==> config.mk <==
export PLATFORM = sky130hd
export DESIGN_NAME = lsc_div
export DESIGN_NICKNAME = d
export VERILOG_FILES = /design/src/rtl/core/lstm_cell_step_core_defines.svh /design/src/rtl/core/lsc_pkg.sv /design/src/rtl/core/lsc_div.sv
export SDC_FILE = /design/constraint.sdc
export NUM_CORES = 1
export LEC_CHECK = 0
export ABC_CLOCK_PERIOD_IN_PS = 6200
export BUFFER_PORTS_ARGS = -buffer_cell sky130_fd_sc_hd__buf_4
export CAP_MARGIN = 20
export CORE_MARGIN = 5
export CORE_UTILIZATION = 50
export CTS_CLUSTER_SIZE = 12
export DETAILED_ROUTE_END_ITERATION = 16
export PLACE_DENSITY = 0.76
export SYNTH_ARGS = -nofsm -noshare
export SYNTH_HDL_FRONTEND = slang
export SYNTH_SLANG_ARGS = --single-unit
export TNS_END_PERCENT = 10
==> constraint.sdc <==
create_clock -name clk -period 6.2 [get_ports clk]
set_input_delay 0.93 -clock clk [delete_from_list [all_inputs] [get_ports clk]]
set_output_delay 0.93 -clock clk [all_outputs]
set_load 0.005 [all_outputs]
==> src/rtl/core/lstm_cell_step_core_defines.svh <==
// Assertion macros for the LSTM step core.
// Included by lstm_cell_step_core, the module that carries concurrent checks.
`ifndef LSTM_CELL_STEP_CORE_DEFINES_SVH
`define LSTM_CELL_STEP_CORE_DEFINES_SVH
`ifndef SYNTHESIS
`define LSC_ASSERT(lbl, clk, rst_n, prop, msg) \
  lbl: assert property (@(posedge clk) disable iff (!rst_n) prop) else $error(msg);
`define LSC_ASSERT_NR(lbl, clk, prop, msg) \
  lbl: assert property (@(posedge clk) prop) else $error(msg);
`else
`define LSC_ASSERT(lbl, clk, rst_n, prop, msg)
`define LSC_ASSERT_NR(lbl, clk, prop, msg)
`endif
`endif

==> src/rtl/core/lsc_pkg.sv <==
// Shared types, constants and a rounding function for the LSTM step core.
// No dependencies.
package lsc_pkg;
  localparam int NumInputsDef = 4;
  localparam int NumUnitsDef  = 8;
  localparam int NumGates     = 4;
  localparam int MaxInput     = 4;

  localparam logic [1:0] REQ_WEIGHT = 2'd0;
  localparam logic [1:0] REQ_BIAS   = 2'd1;
  localparam logic [1:0] REQ_STEP   = 2'd2;

  localparam logic [1:0] GATE_IN   = 2'd0;
  localparam logic [1:0] GATE_FGT  = 2'd1;
  localparam logic [1:0] GATE_CAND = 2'd2;
  localparam logic [1:0] GATE_OUT  = 2'd3;

  typedef enum logic [2:0] {
    ST_IDLE, ST_RD, ST_MAC, ST_ACT, ST_CELL, ST_TANH, ST_HID, ST_EMIT
  } state_t;

  // Divider request bundle from the sequencer to the divider.
  // The denominator reaches 2^17 when exp(-a) is one.
  typedef struct packed {
    logic        start;
    logic [40:0] num;
    logic [17:0] den;
  } div_req_t;

  // Round to Q4.12 (add half, floor) then saturate.
  function automatic logic signed [15:0] to_q12(input logic signed [39:0] v);
    logic signed [39:0] q;
    q = (v + 40'sd2048) >>> 12;
    if (q > 40'sd32767) to_q12 = 16'sh7fff;
    else if (q < -40'sd32768) to_q12 = 16'sh8000;
    else to_q12 = q[15:0];
  endfunction
endpackage

==> src/rtl/core/lsc_div.sv <==
// Restoring divider, one quotient bit per cycle, unsigned.
// Depends on lsc_pkg.
module lsc_div
  import lsc_pkg::*;
(
  input  logic        clk,
  input  logic        rst_n,
  input  div_req_t    req,
  output logic        done,
  output logic [40:0] quot
);
  logic [40:0] q_r, q_nxt;
  logic [16:0] rem_r, rem_nxt;
  logic [17:0] den_r, den_nxt;
  logic [5:0]  cnt_r, cnt_nxt;
  logic        busy_r, busy_nxt, done_r, done_nxt;
  logic [17:0] sh;

  // Remainder stays below the denominator, at most 2^17
  assign sh = {rem_r, q_r[40]};

  always_comb begin
    q_nxt = q_r; rem_nxt = rem_r; den_nxt = den_r; cnt_nxt = cnt_r;
    busy_nxt = busy_r; done_nxt = 1'b0;
    if (req.start) begin
      q_nxt = req.num; rem_nxt = '0; den_nxt = req.den; cnt_nxt = '0; busy_nxt = 1'b1;
    end else if (busy_r) begin
      if (sh >= den_r) begin
        rem_nxt = 17'(sh - den_r); q_nxt = {q_r[39:0], 1'b1};
      end else begin
        rem_nxt = sh[16:0]; q_nxt = {q_r[39:0], 1'b0};
      end
      cnt_nxt = cnt_r + 6'd1;
      if (cnt_r == 6'd40) begin
        busy_nxt = 1'b0; done_nxt = 1'b1;
      end
    end
  end

  always_ff @(posedge clk) begin
    if (!rst_n) begin
      busy_r <= 1'b0; done_r <= 1'b0;
    end else begin
      busy_r <= busy_nxt; done_r <= done_nxt;
    end
    q_r <= q_nxt; rem_r <= rem_nxt; den_r <= den_nxt; cnt_r <= cnt_nxt;
  end

  assign done = done_r;
  assign quot = q_r;
endmodule

# Yosys cells after proc, flatten, opt, wreduce, memory -nomap -nowiden

Index checks and enable logic that the tools add are counted.

Eq/ne operators: 1
Add/sub/neg operators: 2
Bitwise gates (word level): 2
Muxes and demuxes: 8
Order comparisons: 1
Reductions and logical operators: 2

Operators by type and width:

| operator                                    | count |
|---|---|
| 2-to-1 mux 41 bit                           | 2 |
| greater-or-equal comparator 18 bit          | 1 |
| 2-to-1 mux 17 bit                           | 1 |
| subtractor 17 bit                           | 1 |
| adder 6 x 1 -> 6 bit, second input constant | 1 |
| equality test 6 bit, second input constant  | 1 |
| 2-to-1 mux 1 bit                            | 5 |
| OR reduction 3 bit                          | 1 |
| NOT 1 bit                                   | 2 |
| nonzero test 2 bit                          | 1 |

Bits of input ports: 62
Output and inout bits: 42
Bits in registers: 84
Logic and storage cells: 22

# Depth between registers and ports, before layout

Gate-level depths: netlist of the first run.

Depth after elaboration: 4
Gate-level depth with buffers: 12
Gate-level depth less buffers: 11

# Least setup slack after synthesis of the first run

No wires, ideal clock.

Path kind: input-to-reg
From: in req[59] (netlist name)
To: reg q_r[0], in the netlist quot[0], enable pin
Required time: 5805 ps
Slack: 3355 ps
Path buffers: 2
Data arrival time: 2449 ps
Setup time: 395 ps
Cell stages on the path: 4
Cell sequence: clkbuf_1 clkbuf_1 nor2_1 inv_1

Cells in the longest elaborated chain, start to end: 1

Ends and longest elaborated chain:

| what                                | RTL line      | text |
|---|---|---|
| start, declared                     | lsc_div.sv:8  | `input div_req_t req,` |
| nonzero test 2 bit (no source line) | n/a           |  |
| end signal, assigned                | lsc_div.sv:46 | `q_r <= q_nxt; rem_r <= rem_nxt; den_r <= den_nxt; cnt_r <= cnt_nxt;` |
| end, declared                       | lsc_div.sv:12 | `logic [40:0] q_r, q_nxt;` |

No other way between the ends.
A chain may end at the register's enable or synchronous reset.

# Worst setup path in the final report of the first run

From: reg q_r[40], in the netlist quot[40]
To: reg rem_r[6]

Cells in the longest elaborated chain, start to end: 2
Elaborated cells on any way between the ends: 3
Those cells by class: add/sub (1); order compare (1); mux (1)

Ends and longest elaborated chain:

| what                                                                           | RTL line                     | text |
|---|---|---|
| subtractor 17 bit / greater-or-equal comparator 18 bit (equally long branches) | lsc_div.sv:29, lsc_div.sv:28 |  |
| 2-to-1 mux 17 bit *                                                            | lsc_div.sv:28                | `if (sh >= den_r) begin` |
| end signal, assigned                                                           | lsc_div.sv:46                |  |
| end, declared                                                                  | lsc_div.sv:13                | `logic [16:0] rem_r, rem_nxt;` |

Mark *: on every way between the ends. The rest lies on a longest branch, timed or not.

==> impl_summary.md, run 1 <==
Synth
The share of the Yosys chip area taken by registers is 0.536. Sorting the synthesized cells by area gives the leading types as edfxtp_1 (42%), dfxtp_1 (12%), mux2_2 (11%). The proportion of synthesized area in mux cells is 0.120. The post-synthesis instance total is 364.

By count the netlist is led by edfxtp_1 (59), mux2_2 (40), nor2_1 (32), inv_1 (26), dfxtp_1 (25). Of the total synthesized cell area, the portion taken by XOR and XNOR cells is 0.0331. The top flip-flop cell by instance count after synthesis is edfxtp_1.

Of the total synthesized cell area, the portion taken by AND, OR, NAND and NOR gates is 0.0898. The synthesis-stage register bit count is 84. The net count after synthesis is 447. The per-instance average area after synthesis is 11.6 um^2. The share of synthesized area in the top cell type comes to 0.418. During synthesis, Yosys emitted a total of 0 warnings. edfxtp_1 takes more of the synthesized area than any other cell. Of the total synthesized cell area, the portion taken by full adders, half adders and majority gates is 0.0638.

The main combinational cell family by area after synthesis is multiplexers. After synthesis the cells add up to 0.00424 mm^2. The share of synthesized registers carrying an async set or reset is 0.

The number of enable flip-flop cells after synthesis is 59. The post-synthesis compound-gate area fraction is 0.117. The leading cell type by number of instances after synthesis is edfxtp_1. Yosys mapped the design onto 47 distinct sky130hd cell types.

Critical path
The required time at the endpoint of the critical path is 6390 ps. Of all nets on the critical path, the largest fanout is 31. The number of cells on the worst reg-to-reg path is 11. The critical path arrival is 2960 ps. Walking the worst path, the cells encountered are inv_1 -> ha_1 -> inv_1 -> fa_1 -> a21oi_1 -> a21oi_1 -> o21ai_1 -> o211a_2 -> nor2_1 -> a21oi_1 -> a211oi_1. The critical path crosses 11 cells after its start point. Among all stages on the critical path, the largest delay is contributed by o211a_2. The worst setup path is of the flop to flop kind.

The setup slack of the most critical reg-to-reg path is 3420 ps. The type of element launching the critical path is a flop. STA classifies the critical path endpoint as a flop. The cell that appears most often on the critical path is a21oi_1. Among cell families on the critical path, the largest total delay comes from compound AO/OA/AOI/OAI gates. In this design, the stage delay of the slowest critical-path cell is 630 ps. The critical path buffer and inverter count is 2.

Timing
The number of pins with negative max-slew slack in the final report is 0. Adding up every negative setup slack in the final design gives 0 ps. In the finished design, the share of the clock period the worst path needs comes to 0.448. For the pin with the worst max-slew slack, the measured transition is 939 ps. The relative max-transition margin is 0.374.

Final hold analysis gives a worst-case slack of 490 ps. The number of endpoints with negative hold slack in the final report is 0. Setup repair after global routing left no endpoint under its margin. The maximum achievable frequency is 0.360 GHz. The setup clock skew after layout is 13.9 ps. The number of failing setup endpoints in the final timing report is 0. The time the final worst path needs with I/O delays and setup is 2780 ps.

Flow run
Max-cap violations in this run came to 0.

CTS
The clock net in this run drives a total of 84 sinks. The number of buffers added by the clock tree synthesis step is 9. The later pin in the worst-skew pair is clocked with a latency of 350 ps. The number of hold-repair buffers added at the cts stage is 0. The clock root buffer master is clkbuf_8. The longest clock path from root to sink contains 2 buffers.

The post-CTS resize count is 0. The H-tree was split into 3 levels. Buffers added to address setup during post-CTS repair amount to 0.

The clock-pin transition on the worst setup and hold timing paths is 80 ps. TritonCTS built the clock tree.

Pwr
The analysis attributes to cell leakage a power of 2.23 nW. VDD sags by at most 135 uV. The internal portion of the total power is 0.000974 W. Dividing total power by cell area gives a power density of 249 mW/mm^2. The fraction of power consumed by the clock network is 0.293. In this run the power spent charging and discharging nets is 0.000340 W. Of the total power, registers draw 0.520. The sum of internal, switching and leakage power is 0.00131 W. Of the total power, combinational logic draws 0.187. Of the total power, the share spent switching nets is 0.259.

Route
In this run, the number of DRC markers left after iteration 0 of detailed routing was 181. The number of search-and-repair iterations in the first detailed-routing pass is 4. The final antenna-violating net count is 0. Dividing the detail-routed wire length by the instance count gives 15.7 um. For this block, the via count after detailed routing is 3088. Wire segments on met3 add up to 889 um in the final route. In the final routing, the length of wire on met1 measures 3970 um.

After detailed routing, the number of vias per cell comes to 5.37. The final routed DRC violation total is 0. After detailed routing, the met2 layer carries 4060 um of wire.

The post-detailed-routing wire length is 9020 um. The highest metal layer carrying signal wires in the routed design is met4.

Placed design
The half-perimeter wire length of the detailed placement result is 6420 um. Routability-driven placement finished with a final weighted congestion of 0.826. Buffers placed on the I/O ports in this run total 103.

Floorplan
The total area inside the core boundary comes to 0.00826 mm^2. The floorplan row count is 33. Measured along the x axis, the die boundary spans 102 um. In this run the vertical extent of the chip is 102 um.

The floorplan step defined a die boundary enclosing 0.0104 mm^2. The initial standard-cell utilization of the core is 0.513. The I/O pin count is 104.

Final layout
The fraction of final layout cells sized beyond drive strength 1 is 0.353. The number of nets in the layout is 548. The area growth from synthesis to final layout is 24.5%.

The antenna diode count is 0.

Min path
The class of the tightest hold or removal check is flop to flop. Counting instances, the worst hold path has a depth of 2.

GRT
Across every metal layer, demand over resource in global routing totals 0.182. The first global-routing pass estimated 14800 um of wire. The total congestion overflow after global routing is 0. The number of global-route vias before repair came to 3029. The maximum number of pins on one net before global-route repair is 79. The number of antenna violations at the first check in global routing came to 0.

Outcome
The flow ran to the end, and the final reports show no timing, DRC or antenna violations.
per-stage QoR:
stage          std cells   util  setup WS (ps)  area (um^2)
5_1_grt              575  0.639           3170         5280
3_3_place_gp         559  0.616           3230         5090
4_1_cts              575  0.639           3430         5280
2_1_floorplan        364      -           3360         4240
3_5_place_dp         559  0.616           3200         5090
6_report             575  0.639           3420         5280
layout by cell type (no fill, tap or decap), types with 5 or more instances in the layout:
master      n
o21ai_1     7
o21ai_0     8
nand4_1     6
mux2i_1     6
edfxtp_1   59
buf_4     105
inv_1      26
a21oi_1    24
xor2_1      8
mux2_2     40
ha_1       20
nand2b_1    5
a211oi_1    8
clkbuf_8    9
xnor2_1     8
nor2_1     32
nand2_1    17
dfxtp_1    25
worst min-delay path, stage by stage, from the launching register on:
cell and delay [ps]:
dfxtp_1 330, nand2_1 60, o21ai_1 50
final timing paths:
kind | start | to
max reg2reg | quot[40] | rem_r[6]
min reg2reg | rem_r[14] | rem_r[14]
min | rem_r[14] | rem_r[14]
max | quot[40] | rem_r[6]
state kept, by name (all words and copies together), names as in the netlist:
register / flops
rem_r: 17
cnt_r: 6
done: 1
quot: 41
den_r: 18
busy_r: 1
power groups by stage:
stage	Sequential, W	Combinational [W]	Clock [W]
detailed placement	0.000694	0.000245	0
global route	0.000689	0.000272	0.000421
CTS	0.000684	0.000247	0.000395
finish	0.000683	0.000245	0.000385
floorplan	0.000690	0.000142	0
global placement	0.000695	0.000241	0
logic make-up after synthesis:
kind of cell | Yosys count
AOI/OAI and AO/OA | 76
muxes | 46
adders and majority gates | 21
DFF | 84
buffers and inverters | 41
and+or+nand+nor | 80
xor gates and xnor gates | 16
area by class of cell:
class / count / area [um^2]
fillers: 652 / 2980
flip-flops and latches: 84 / 2270
multi-input cells: 239 / 1800
repair buffers: 105 / 788
clock buffers: 11 / 131
well taps: 105 / 131
inverters: 26 / 97.6
clock inverters: 5 / 58.8
metal layers:
layer / up-vias / global-route usage
met5: - / 0
met1: 1436 / 0.242
met3: 10 / 0.0894
met2: 104 / 0.268
li1: 1538 / -
met4: 0 / 0.0474
(Power assumes the default switching activity.)
==> run 2, diff against run 1 <==
--- a/config.mk
+++ b/config.mk
@@ -5,14 +5,15 @@
 export SDC_FILE = /design/constraint.sdc
 export NUM_CORES = 1
 export LEC_CHECK = 0
-export ABC_CLOCK_PERIOD_IN_PS = 6200
+export ABC_AREA = 1
+export ABC_CLOCK_PERIOD_IN_PS = 2900
 export BUFFER_PORTS_ARGS = -buffer_cell sky130_fd_sc_hd__buf_4
 export CAP_MARGIN = 20
 export CORE_MARGIN = 5
 export CORE_UTILIZATION = 50
 export CTS_CLUSTER_SIZE = 12
 export DETAILED_ROUTE_END_ITERATION = 16
-export PLACE_DENSITY = 0.76
+export PLACE_DENSITY = 0.75
 export SYNTH_ARGS = -nofsm -noshare
 export SYNTH_HDL_FRONTEND = slang
 export SYNTH_SLANG_ARGS = --single-unit
==> constraint.sdc (replaced) <==
create_clock -name clk -period 2.9 [get_ports clk]
set_input_delay 0.435 -clock clk [delete_from_list [all_inputs] [get_ports clk]]
set_output_delay 0.435 -clock clk [all_outputs]
set_load 0.005 [all_outputs]
==> run 2 against run 1 <==
Effect of this change:
- first-iteration DRC count is 20% lower
- wire length is 16% higher
- flip-flop and latch count stayed put
- register-to-register slack worse by 2800 ps
- non-clock buffer count is 4 higher
- power is 110% higher
- synthesized cell count is 55% higher
- synthesized area is 8.1% higher
- die area is 7.2% higher
- critical path type unchanged
- largest power group unchanged
- highest routed layer unchanged
==> impl_summary.md, run 2 <==
CTS
The number of hold-repair buffers added at the cts stage is 0. The post-CTS setup buffer count is 0. Counting every sink on the clock net gives 84. After clock tree synthesis, the clock-pin slew on the worst setup and hold paths is 90 ps. The number of buffers added by the clock tree synthesis step is 9. Clock tree synthesis selected as its root buffer the cell clkbuf_8. The clock tree synthesis step divided the H-tree into 3 levels.

The CTS tree is yes. The clock passes through at most 2 buffers. At the later pin of the worst-skew pair, clock insertion delay measures 350 ps. In this run, post-CTS repair resized a total of 0 instances.

Timing
Dividing the final minimum period by the clock period gives 0.796. The setup clock skew after layout is 8.86 ps. For this run, the top clock speed supported by timing is 0.433 GHz. The total negative setup slack is 0 ps.

The number of endpoints with negative hold slack in the final report is 0. The setup slack after layout is 590 ps. The number of pins with negative max-slew slack in the final report was 0. The pin slew with the least headroom to its limit is 846 ps. The routed design could run at a clock period as short as 2310 ps.

The relative max-transition margin is 0.435. Setup repair after global routing left no endpoint under its margin. The number of failing setup endpoints in the final timing report is 0.

Synth
The number of different library cells used by synthesis comes to 30. In this run the mean area of a mapped cell was 8.11 um^2. The summed instance area of the synthesized netlist is 0.00458 mm^2. The biggest area contributor in the post-synthesis netlist is edfxtp_1.

The share of synthesized area in the top cell type comes to 0.387. By count the netlist is led by nand2_1 (232), inv_1 (74), edfxtp_1 (59), nand3_1 (49), dfxtp_1 (25). The share of synthesized registers carrying an async set or reset is 0. When the netlist entered floorplanning its net count stood at 648. The post-synthesis instance total is 565.

After synthesis, the cell types taking the most area are edfxtp_1 (39%), nand2_1 (19%), dfxtp_1 (11%). Yosys instantiated no cell more often than nand2_1. The number of enable flip-flop cells after synthesis is 59. The top flip-flop cell by instance count after synthesis is edfxtp_1. In this run, synthesis produced a sequential element count of 84. The number of warnings printed during yosys synthesis is 0. The sequential element share of the synthesized area is 0.496.

Placed design
Prior to clock tree synthesis, the placed netlist has a worst setup slack of 624 ps. The final weighted congestion of routability-driven global placement is 0.867. The half-perimeter wire length of the detailed placement result is 7640 um. During placement, the flow inserted port buffers numbering 103.

Final layout
The number of nets in the layout is 751. The antenna diode count is 0. Fill cells in the final layout number 770. The area growth from synthesis to final layout is 23.6%. The register with the most flip-flops in the layout has 41 of them.

The library cells used most frequently in the layout, excluding fill and tap cells, are nand2_1 (232), buf_4 (108), inv_1 (73). In the final layout, the share of cells above drive strength 1 is 0.220. Leaving out fill and tap cells, the most frequent cell in the layout is nand2_1.

Pwr
The worst-case IR drop observed on VDD is 252 uV. Of the total power, registers draw 0.512. Of the total power, the share spent switching nets is 0.250. The share of total power in combinational logic is 0.144. For this design the total switching power over the nets is 0.000700 W. The analysis attributes to cell leakage a power of 2.93 nW. The fraction of power consumed by the clock network is 0.344.

For this design the ratio of total power to cell area is 495 mW/mm^2. The internal power of the cells is 0.00210 W.

Floorplan
The floorplan step defined a die boundary enclosing 0.0112 mm^2. After floorplanning, the core was sized to cover 0.00906 mm^2. The I/O pin count is 104. The overall die height is 106 um. The floorplan row count is 35. The width of the chip is 106 um.

The initial utilization of the core area, before any placement, comes to 0.505.

GRT
The global router's overall resource usage is 0.195. The number of global-route vias before repair is 3911. The first global-routing pass estimated 17700 um of wire. The number of antenna violations at the first check in global routing is 0. The maximum number of pins on one net before global-route repair is 64. Summed over all layers, the global routing overflow is 0.

Critical path
The required time at the endpoint of the critical path is 3200 ps. STA classifies the critical path endpoint as a flop. The critical-path maximum fanout is 16.

The worst setup path is launched from a flop. The capture point of the worst reg-to-reg path is rem_r[16]. The most critical setup path has its endpoint at rem_r[16]. The path type of the worst setup path is flop to flop.

Tracing the worst setup path back leads to its startpoint at quot[40]. For flop-to-flop paths, the worst setup slack is 590 ps. STA puts the critical path data arrival time at 2610 ps. The source of the worst register-to-register timing path is quot[40]. The number of cells on the worst reg-to-reg path is 11.

Min path
In this run the worst hold path is classified as input port to flop.

Route
The routed layout has 3891 vias. The initial detailed-routing violation count is 144. The via-per-instance ratio is 4.96. After detailed routing, the average wire length per cell comes to 13.3 um. The final antenna-violating net count is 0. Before antenna repair, the detailed router went through 5 iterations. The post-detailed-routing wire length is 10500 um.

The final routed DRC violation total is 0.

Outcome
The flow ran to the end, and the final reports show no timing, DRC or antenna violations.

Flow run
The number of maximum-capacitance constraint violations is 0.
[run 2: logic make-up after synthesis]
logic type               Yosys count  synth area share
flip-flops                        84             0.496
adder cells (fa/ha/maj)           21            0.0590
buffers and inverters             95            0.0902
AO/OA/AOI/OAI                     35            0.0404
AND/OR/NAND/NOR                  322             0.299
XOR/XNOR                           8            0.0153
[run 2: worst min path at each step]
stage	start	to	slack, ps	cells past startpoint
floorplan	rem_r[16]	rem_r[16]	430	2
global placement	rem_r[16]	rem_r[16]	450	2
detailed placement	rem_r[7]	rem_r[7]	460	2
CTS	req[14]	den_r[14]	240	1
global route	req[17]	den_r[17]	220	1
finish	req[17]	den_r[17]	250	1
[run 2: per-layer routing]
metal | track usage | share of wire | wire (um)
met5 | 0 | 0 | 0
met1 | 0.254 | 0.45 | 4690
met2 | 0.315 | 0.47 | 4890
met4 | 0.0648 | 0.014 | 144
met3 | 0.0539 | 0.069 | 725
[run 2: critical path, stage by stage, from the launching register on]
cell and delay, ps:
edfxtp_1 400, inv_1 110, ha_1 160, inv_1 60, fa_1 420, nand3_1 130
nand3_2 110, nand2_2 230, nand2_2 270, nand3_1 170, nand3_1 90, nand2_1 110
[run 2: cell type report]
cell class | count | area, um^2 | area share
well taps | 111 | 139 | 0.0245
repair buffers | 109 | 831 | 0.147
flip-flops and latches | 84 | 2270 | 0.401
clock inverters | 6 | 95.1 | 0.0168
clock buffers | 10 | 138 | 0.0243
inverters | 78 | 293 | 0.0517
multi-input cells | 386 | 1890 | 0.335
[run 2: power groups by stage]
stage          clock [W]  sequential (W)  combinational, W
2_1_floorplan          0         0.00146          0.000189
3_3_place_gp           0         0.00146          0.000399
3_5_place_dp           0         0.00146          0.000406
4_1_cts         0.000979         0.00143          0.000406
5_1_grt          0.00103         0.00145          0.000451
6_report        0.000964         0.00143          0.000403
[run 2: through the flow]
step / instances / cell area, um^2 / utilization / total power (W) / hold slack (ps)
finish: 784 / 5660 / 0.625 / 0.00280 / 249
detailed placement: 768 / 5430 / 0.599 / 0.00186 / 465
CTS: 784 / 5660 / 0.625 / 0.00282 / 236
global placement: 768 / 5430 / 0.599 / 0.00186 / 451
floorplan: 565 / 4580 / - / 0.00164 / 433
global route: 784 / 5660 / 0.625 / 0.00293 / 223
==> run 3, diff against run 2 <==
--- a/config.mk
+++ b/config.mk
@@ -6,7 +6,7 @@
 export NUM_CORES = 1
 export LEC_CHECK = 0
 export ABC_AREA = 1
-export ABC_CLOCK_PERIOD_IN_PS = 2900
+export ABC_CLOCK_PERIOD_IN_PS = 2300
 export BUFFER_PORTS_ARGS = -buffer_cell sky130_fd_sc_hd__buf_4
 export CAP_MARGIN = 20
 export CORE_MARGIN = 5
==> constraint.sdc (replaced) <==
create_clock -name clk -period 2.3 [get_ports clk]
set_input_delay 0.345 -clock clk [delete_from_list [all_inputs] [get_ports clk]]
set_output_delay 0.345 -clock clk [all_outputs]
set_load 0.005 [all_outputs]
==> run 3 against run 2 <==
Effect of this change:
- global-route usage decreased by 0.065 points
- cell area increased by 0.33%
- highest routed layer unchanged
- clock skew increased by 5.3 ps
- via count increased by 1.4%
- worst hold slack got worse by 90 ps
- power increased by 24%
- maximum frequency increased by 10%
- critical endpoint is now rem_r[6]
- core utilization increased by 0.21 points
- final cell count increased by 0.77%
- register-to-register slack got worse by 390 ps
- count of clock-buffer cells in the layout unchanged
==> impl_summary.md, run 3 (synthesis gave the netlist of run 2 again) <==
Outcome
The flow ran to the end, and the final reports show no timing, DRC or antenna violations.

Final layout
The net count of the finished layout is 757. In the layout the commonest cells are nand2_1 (232), buf_4 (115), inv_1 (73). From synthesis to final layout, the design area changed by 24.0%. The register with the most flip-flops in the layout has 41 of them. Fill cells in the final layout number 780. The footprint of the flip-flops and latches is 0.00227 mm^2. Summing all multi-input logic gate instances after layout gives 0.00190 mm^2.

Leaving out fill and tap cells, the most frequent cell in the layout is nand2_1. The antenna diode count is 0. In the final layout, the share of cells above drive strength 1 is 0.227. The final standard cell count with taps included and fillers excluded is 790.

Floorplan
Row generation in the floorplan step produced 35 rows. The width of the chip is 106 um. From bottom edge to top edge, the die measures 106 um. The die area is 0.0112 mm^2.

For this configuration, the core starts out at a cell density of 0.505. For this design the top-level I/O count stands at 104. The floorplan core area is 0.00906 mm^2.

Critical path
The setup slack of the most critical reg-to-reg path is 200 ps. The cell family contributing the most delay on the critical path is adder cells. The delay contributed by the slowest stage of the critical path is 420 ps.

Data on the critical path arrives at its endpoint at 2330 ps. Of all nets on the critical path, the largest fanout is 12. STA classifies the critical path endpoint as a flop. The source of the worst register-to-register timing path is quot[40]. Data on the critical path is required at its endpoint by 2530 ps. The worst setup path is launched from a flop. The last element of the critical path is rem_r[6]. The worst setup path is of the flop to flop kind.

The worst register-to-register path has a depth of 11. The slowest cell on the critical path is fa_1. The start point of the critical path is quot[40].

The depth of the critical timing path with buffers and inverters included is 11. The critical path contains buffers and inverters numbering 3 combined. The endpoint identified for the worst register-to-register timing path is rem_r[6].

The most used cell along the critical path is nand3_1. The critical path goes through inv_1 -> ha_1 -> inv_1 -> fa_1 -> nand3_1 -> nand3_2 -> nand2_2 -> buf_4 -> nand3_1 -> nand3_1 -> o21ai_0.

Placed design
The number of placed instances, taps included, is 774. The half-perimeter wire length of the detailed placement result is 7790 um. Routability-driven placement finished with a final weighted congestion of 0.892. In this run the tool buffered the top-level ports with 103 buffer cells. The placement-stage worst setup slack is 197 ps.

Timing
Setup violations remaining at the end of the flow were counted as 0. The total negative setup slack is 0 ps. Setup slack on the critical path of the routed design comes to 200 ps. The number of endpoints with negative hold slack in the final report is 0. The number of pins with negative max-slew slack in the final report is 0. The time the final worst path needs with I/O delays and setup is 2100 ps. The setup clock skew after layout is 14.2 ps.

The maximum achievable frequency is 0.476 GHz. Of the available clock period, the critical path in the final layout requires 0.913. Measured against its own limit, the worst slew margin works out to 0.317. The pin slew with the least headroom to its limit is 1020 ps. Setup repair after global routing left no endpoint under its margin.

GRT
The global router's overall resource usage is 0.194. The maximum number of pins on one net before global-route repair is 48. The first global-routing pass estimated 17700 um of wire. After global routing the overflow that remains totals 0. The number of antenna violations at the first check in global routing was 0.

The number of global-route vias before repair is 3861.

Route
The number of search-and-repair iterations in the first detailed-routing pass is 7. The wire length on met3 is 703 um. The via-per-instance ratio is 4.99. The uppermost layer routed is met4.

The final routed DRC violation total is 0. The final antenna-violating net count is 0. The via count of the routed design is 3944. The initial detailed-routing violation count is 196. Detailed routing placed a total of 5130 um of wire on met2.

The mean routed wirelength per cell is 13.4 um. The routed length on met1 is 4640 um. The final layout contains routed wiring with a total length of 10600 um.

CTS
The post-CTS setup buffer count is 0. TritonCTS built the clock tree. In this run, CTS created clock tree buffers numbering 9.

Clock tree synthesis found a total of 84 sinks. The clock root buffer master is clkbuf_8. The H-tree was split into 3 levels. The number of hold-repair buffers added at the cts stage is 0. For the worst-skew pair, the clock arrives at the later sink with an insertion delay of 350 ps.

Clock-pin slew was measured on the worst setup and hold paths at 90 ps. The buffer levels on the longest clock path is 2.

Pwr
IR analysis of the VDD net gives a maximum drop of 310 uV. The total leakage power is 2.96 nW. The power density relative to cell area is 613 mW/mm^2.

Min path
The tightest min-delay check is of the input port to flop type.

Flow run
The number of maximum-capacitance constraint violations is 0.
-- run 3: cell count changes in the layout (fill, tap and decap cells not counted) --
cell	change
buf_12	-1
clkinv_4	-1
clkbuf_8	-1
clkinvlp_4	-1
buf_4	+7
clkinv_2	+2
clkbuf_1	+1
nand3_2	+1
nand3_1	-1
inv_6	+1
inv_8	-1
-- run 3: worst min-delay path by stage --
| stage | cells past startpoint | slack [ps] | endpoint | startpoint |
|---|---|---|---|---|
| 2_1_floorplan | 2 | 430 | rem_r[16] | rem_r[16] |
| 3_3_place_gp | 2 | 450 | rem_r[16] | rem_r[16] |
| 3_5_place_dp | 2 | 470 | rem_r[16] | rem_r[16] |
| 4_1_cts | 1 | 140 | den_r[16] | req[16] |
| 5_1_grt | 1 | 140 | den_r[17] | req[17] |
| 6_report | 1 | 160 | den_r[8] | req[8] |
-- run 3: cell type report --
cell class / instances / share of cell area
sequential: 84 / 0.400
timing repair buffer: 115 / 0.152
multi-input combinational: 386 / 0.334
tap: 111 / 0.0244
clock buffer: 10 / 0.0225
inverter: 78 / 0.0515
clock inverter: 6 / 0.0152
-- run 3: repair_timing --
action / in CTS / in global routing
hold endpoints to repair: 0 / 0
gates resized for setup: 0 / 1
endpoints found under the setup margin: 0 / 2
-- run 3: stage by stage --
stage	cell area (um^2)	hold slack, ps	total power (W)	util
final	5680	159	0.00348	0.627
after global routing	5680	137	0.00364	0.627
after CTS	5680	143	0.00352	0.626
after detailed placement	5460	466	0.00235	0.602
after global placement	5460	448	0.00234	0.602
after floorplan	4580	433	0.00207	-
-- run 3: where the power goes --
| group | internal, W | switching (W) | leakage (nW) | total, W |
|---|---|---|---|---|
| Combinational | 0.000249 | 0.000262 | 2.05 | 0.000511 |
| Sequential | 0.00175 | 0.0000579 | 0.800 | 0.00181 |
| Clock | 0.000613 | 0.000553 | 0.107 | 0.00117 |
-- run 3: layer usage --
metal	track usage	vias up
li1	-	2010
met1	0.245	1794
met2	0.326	121
met3	0.0484	19
met4	0.0666	0
met5	0	-
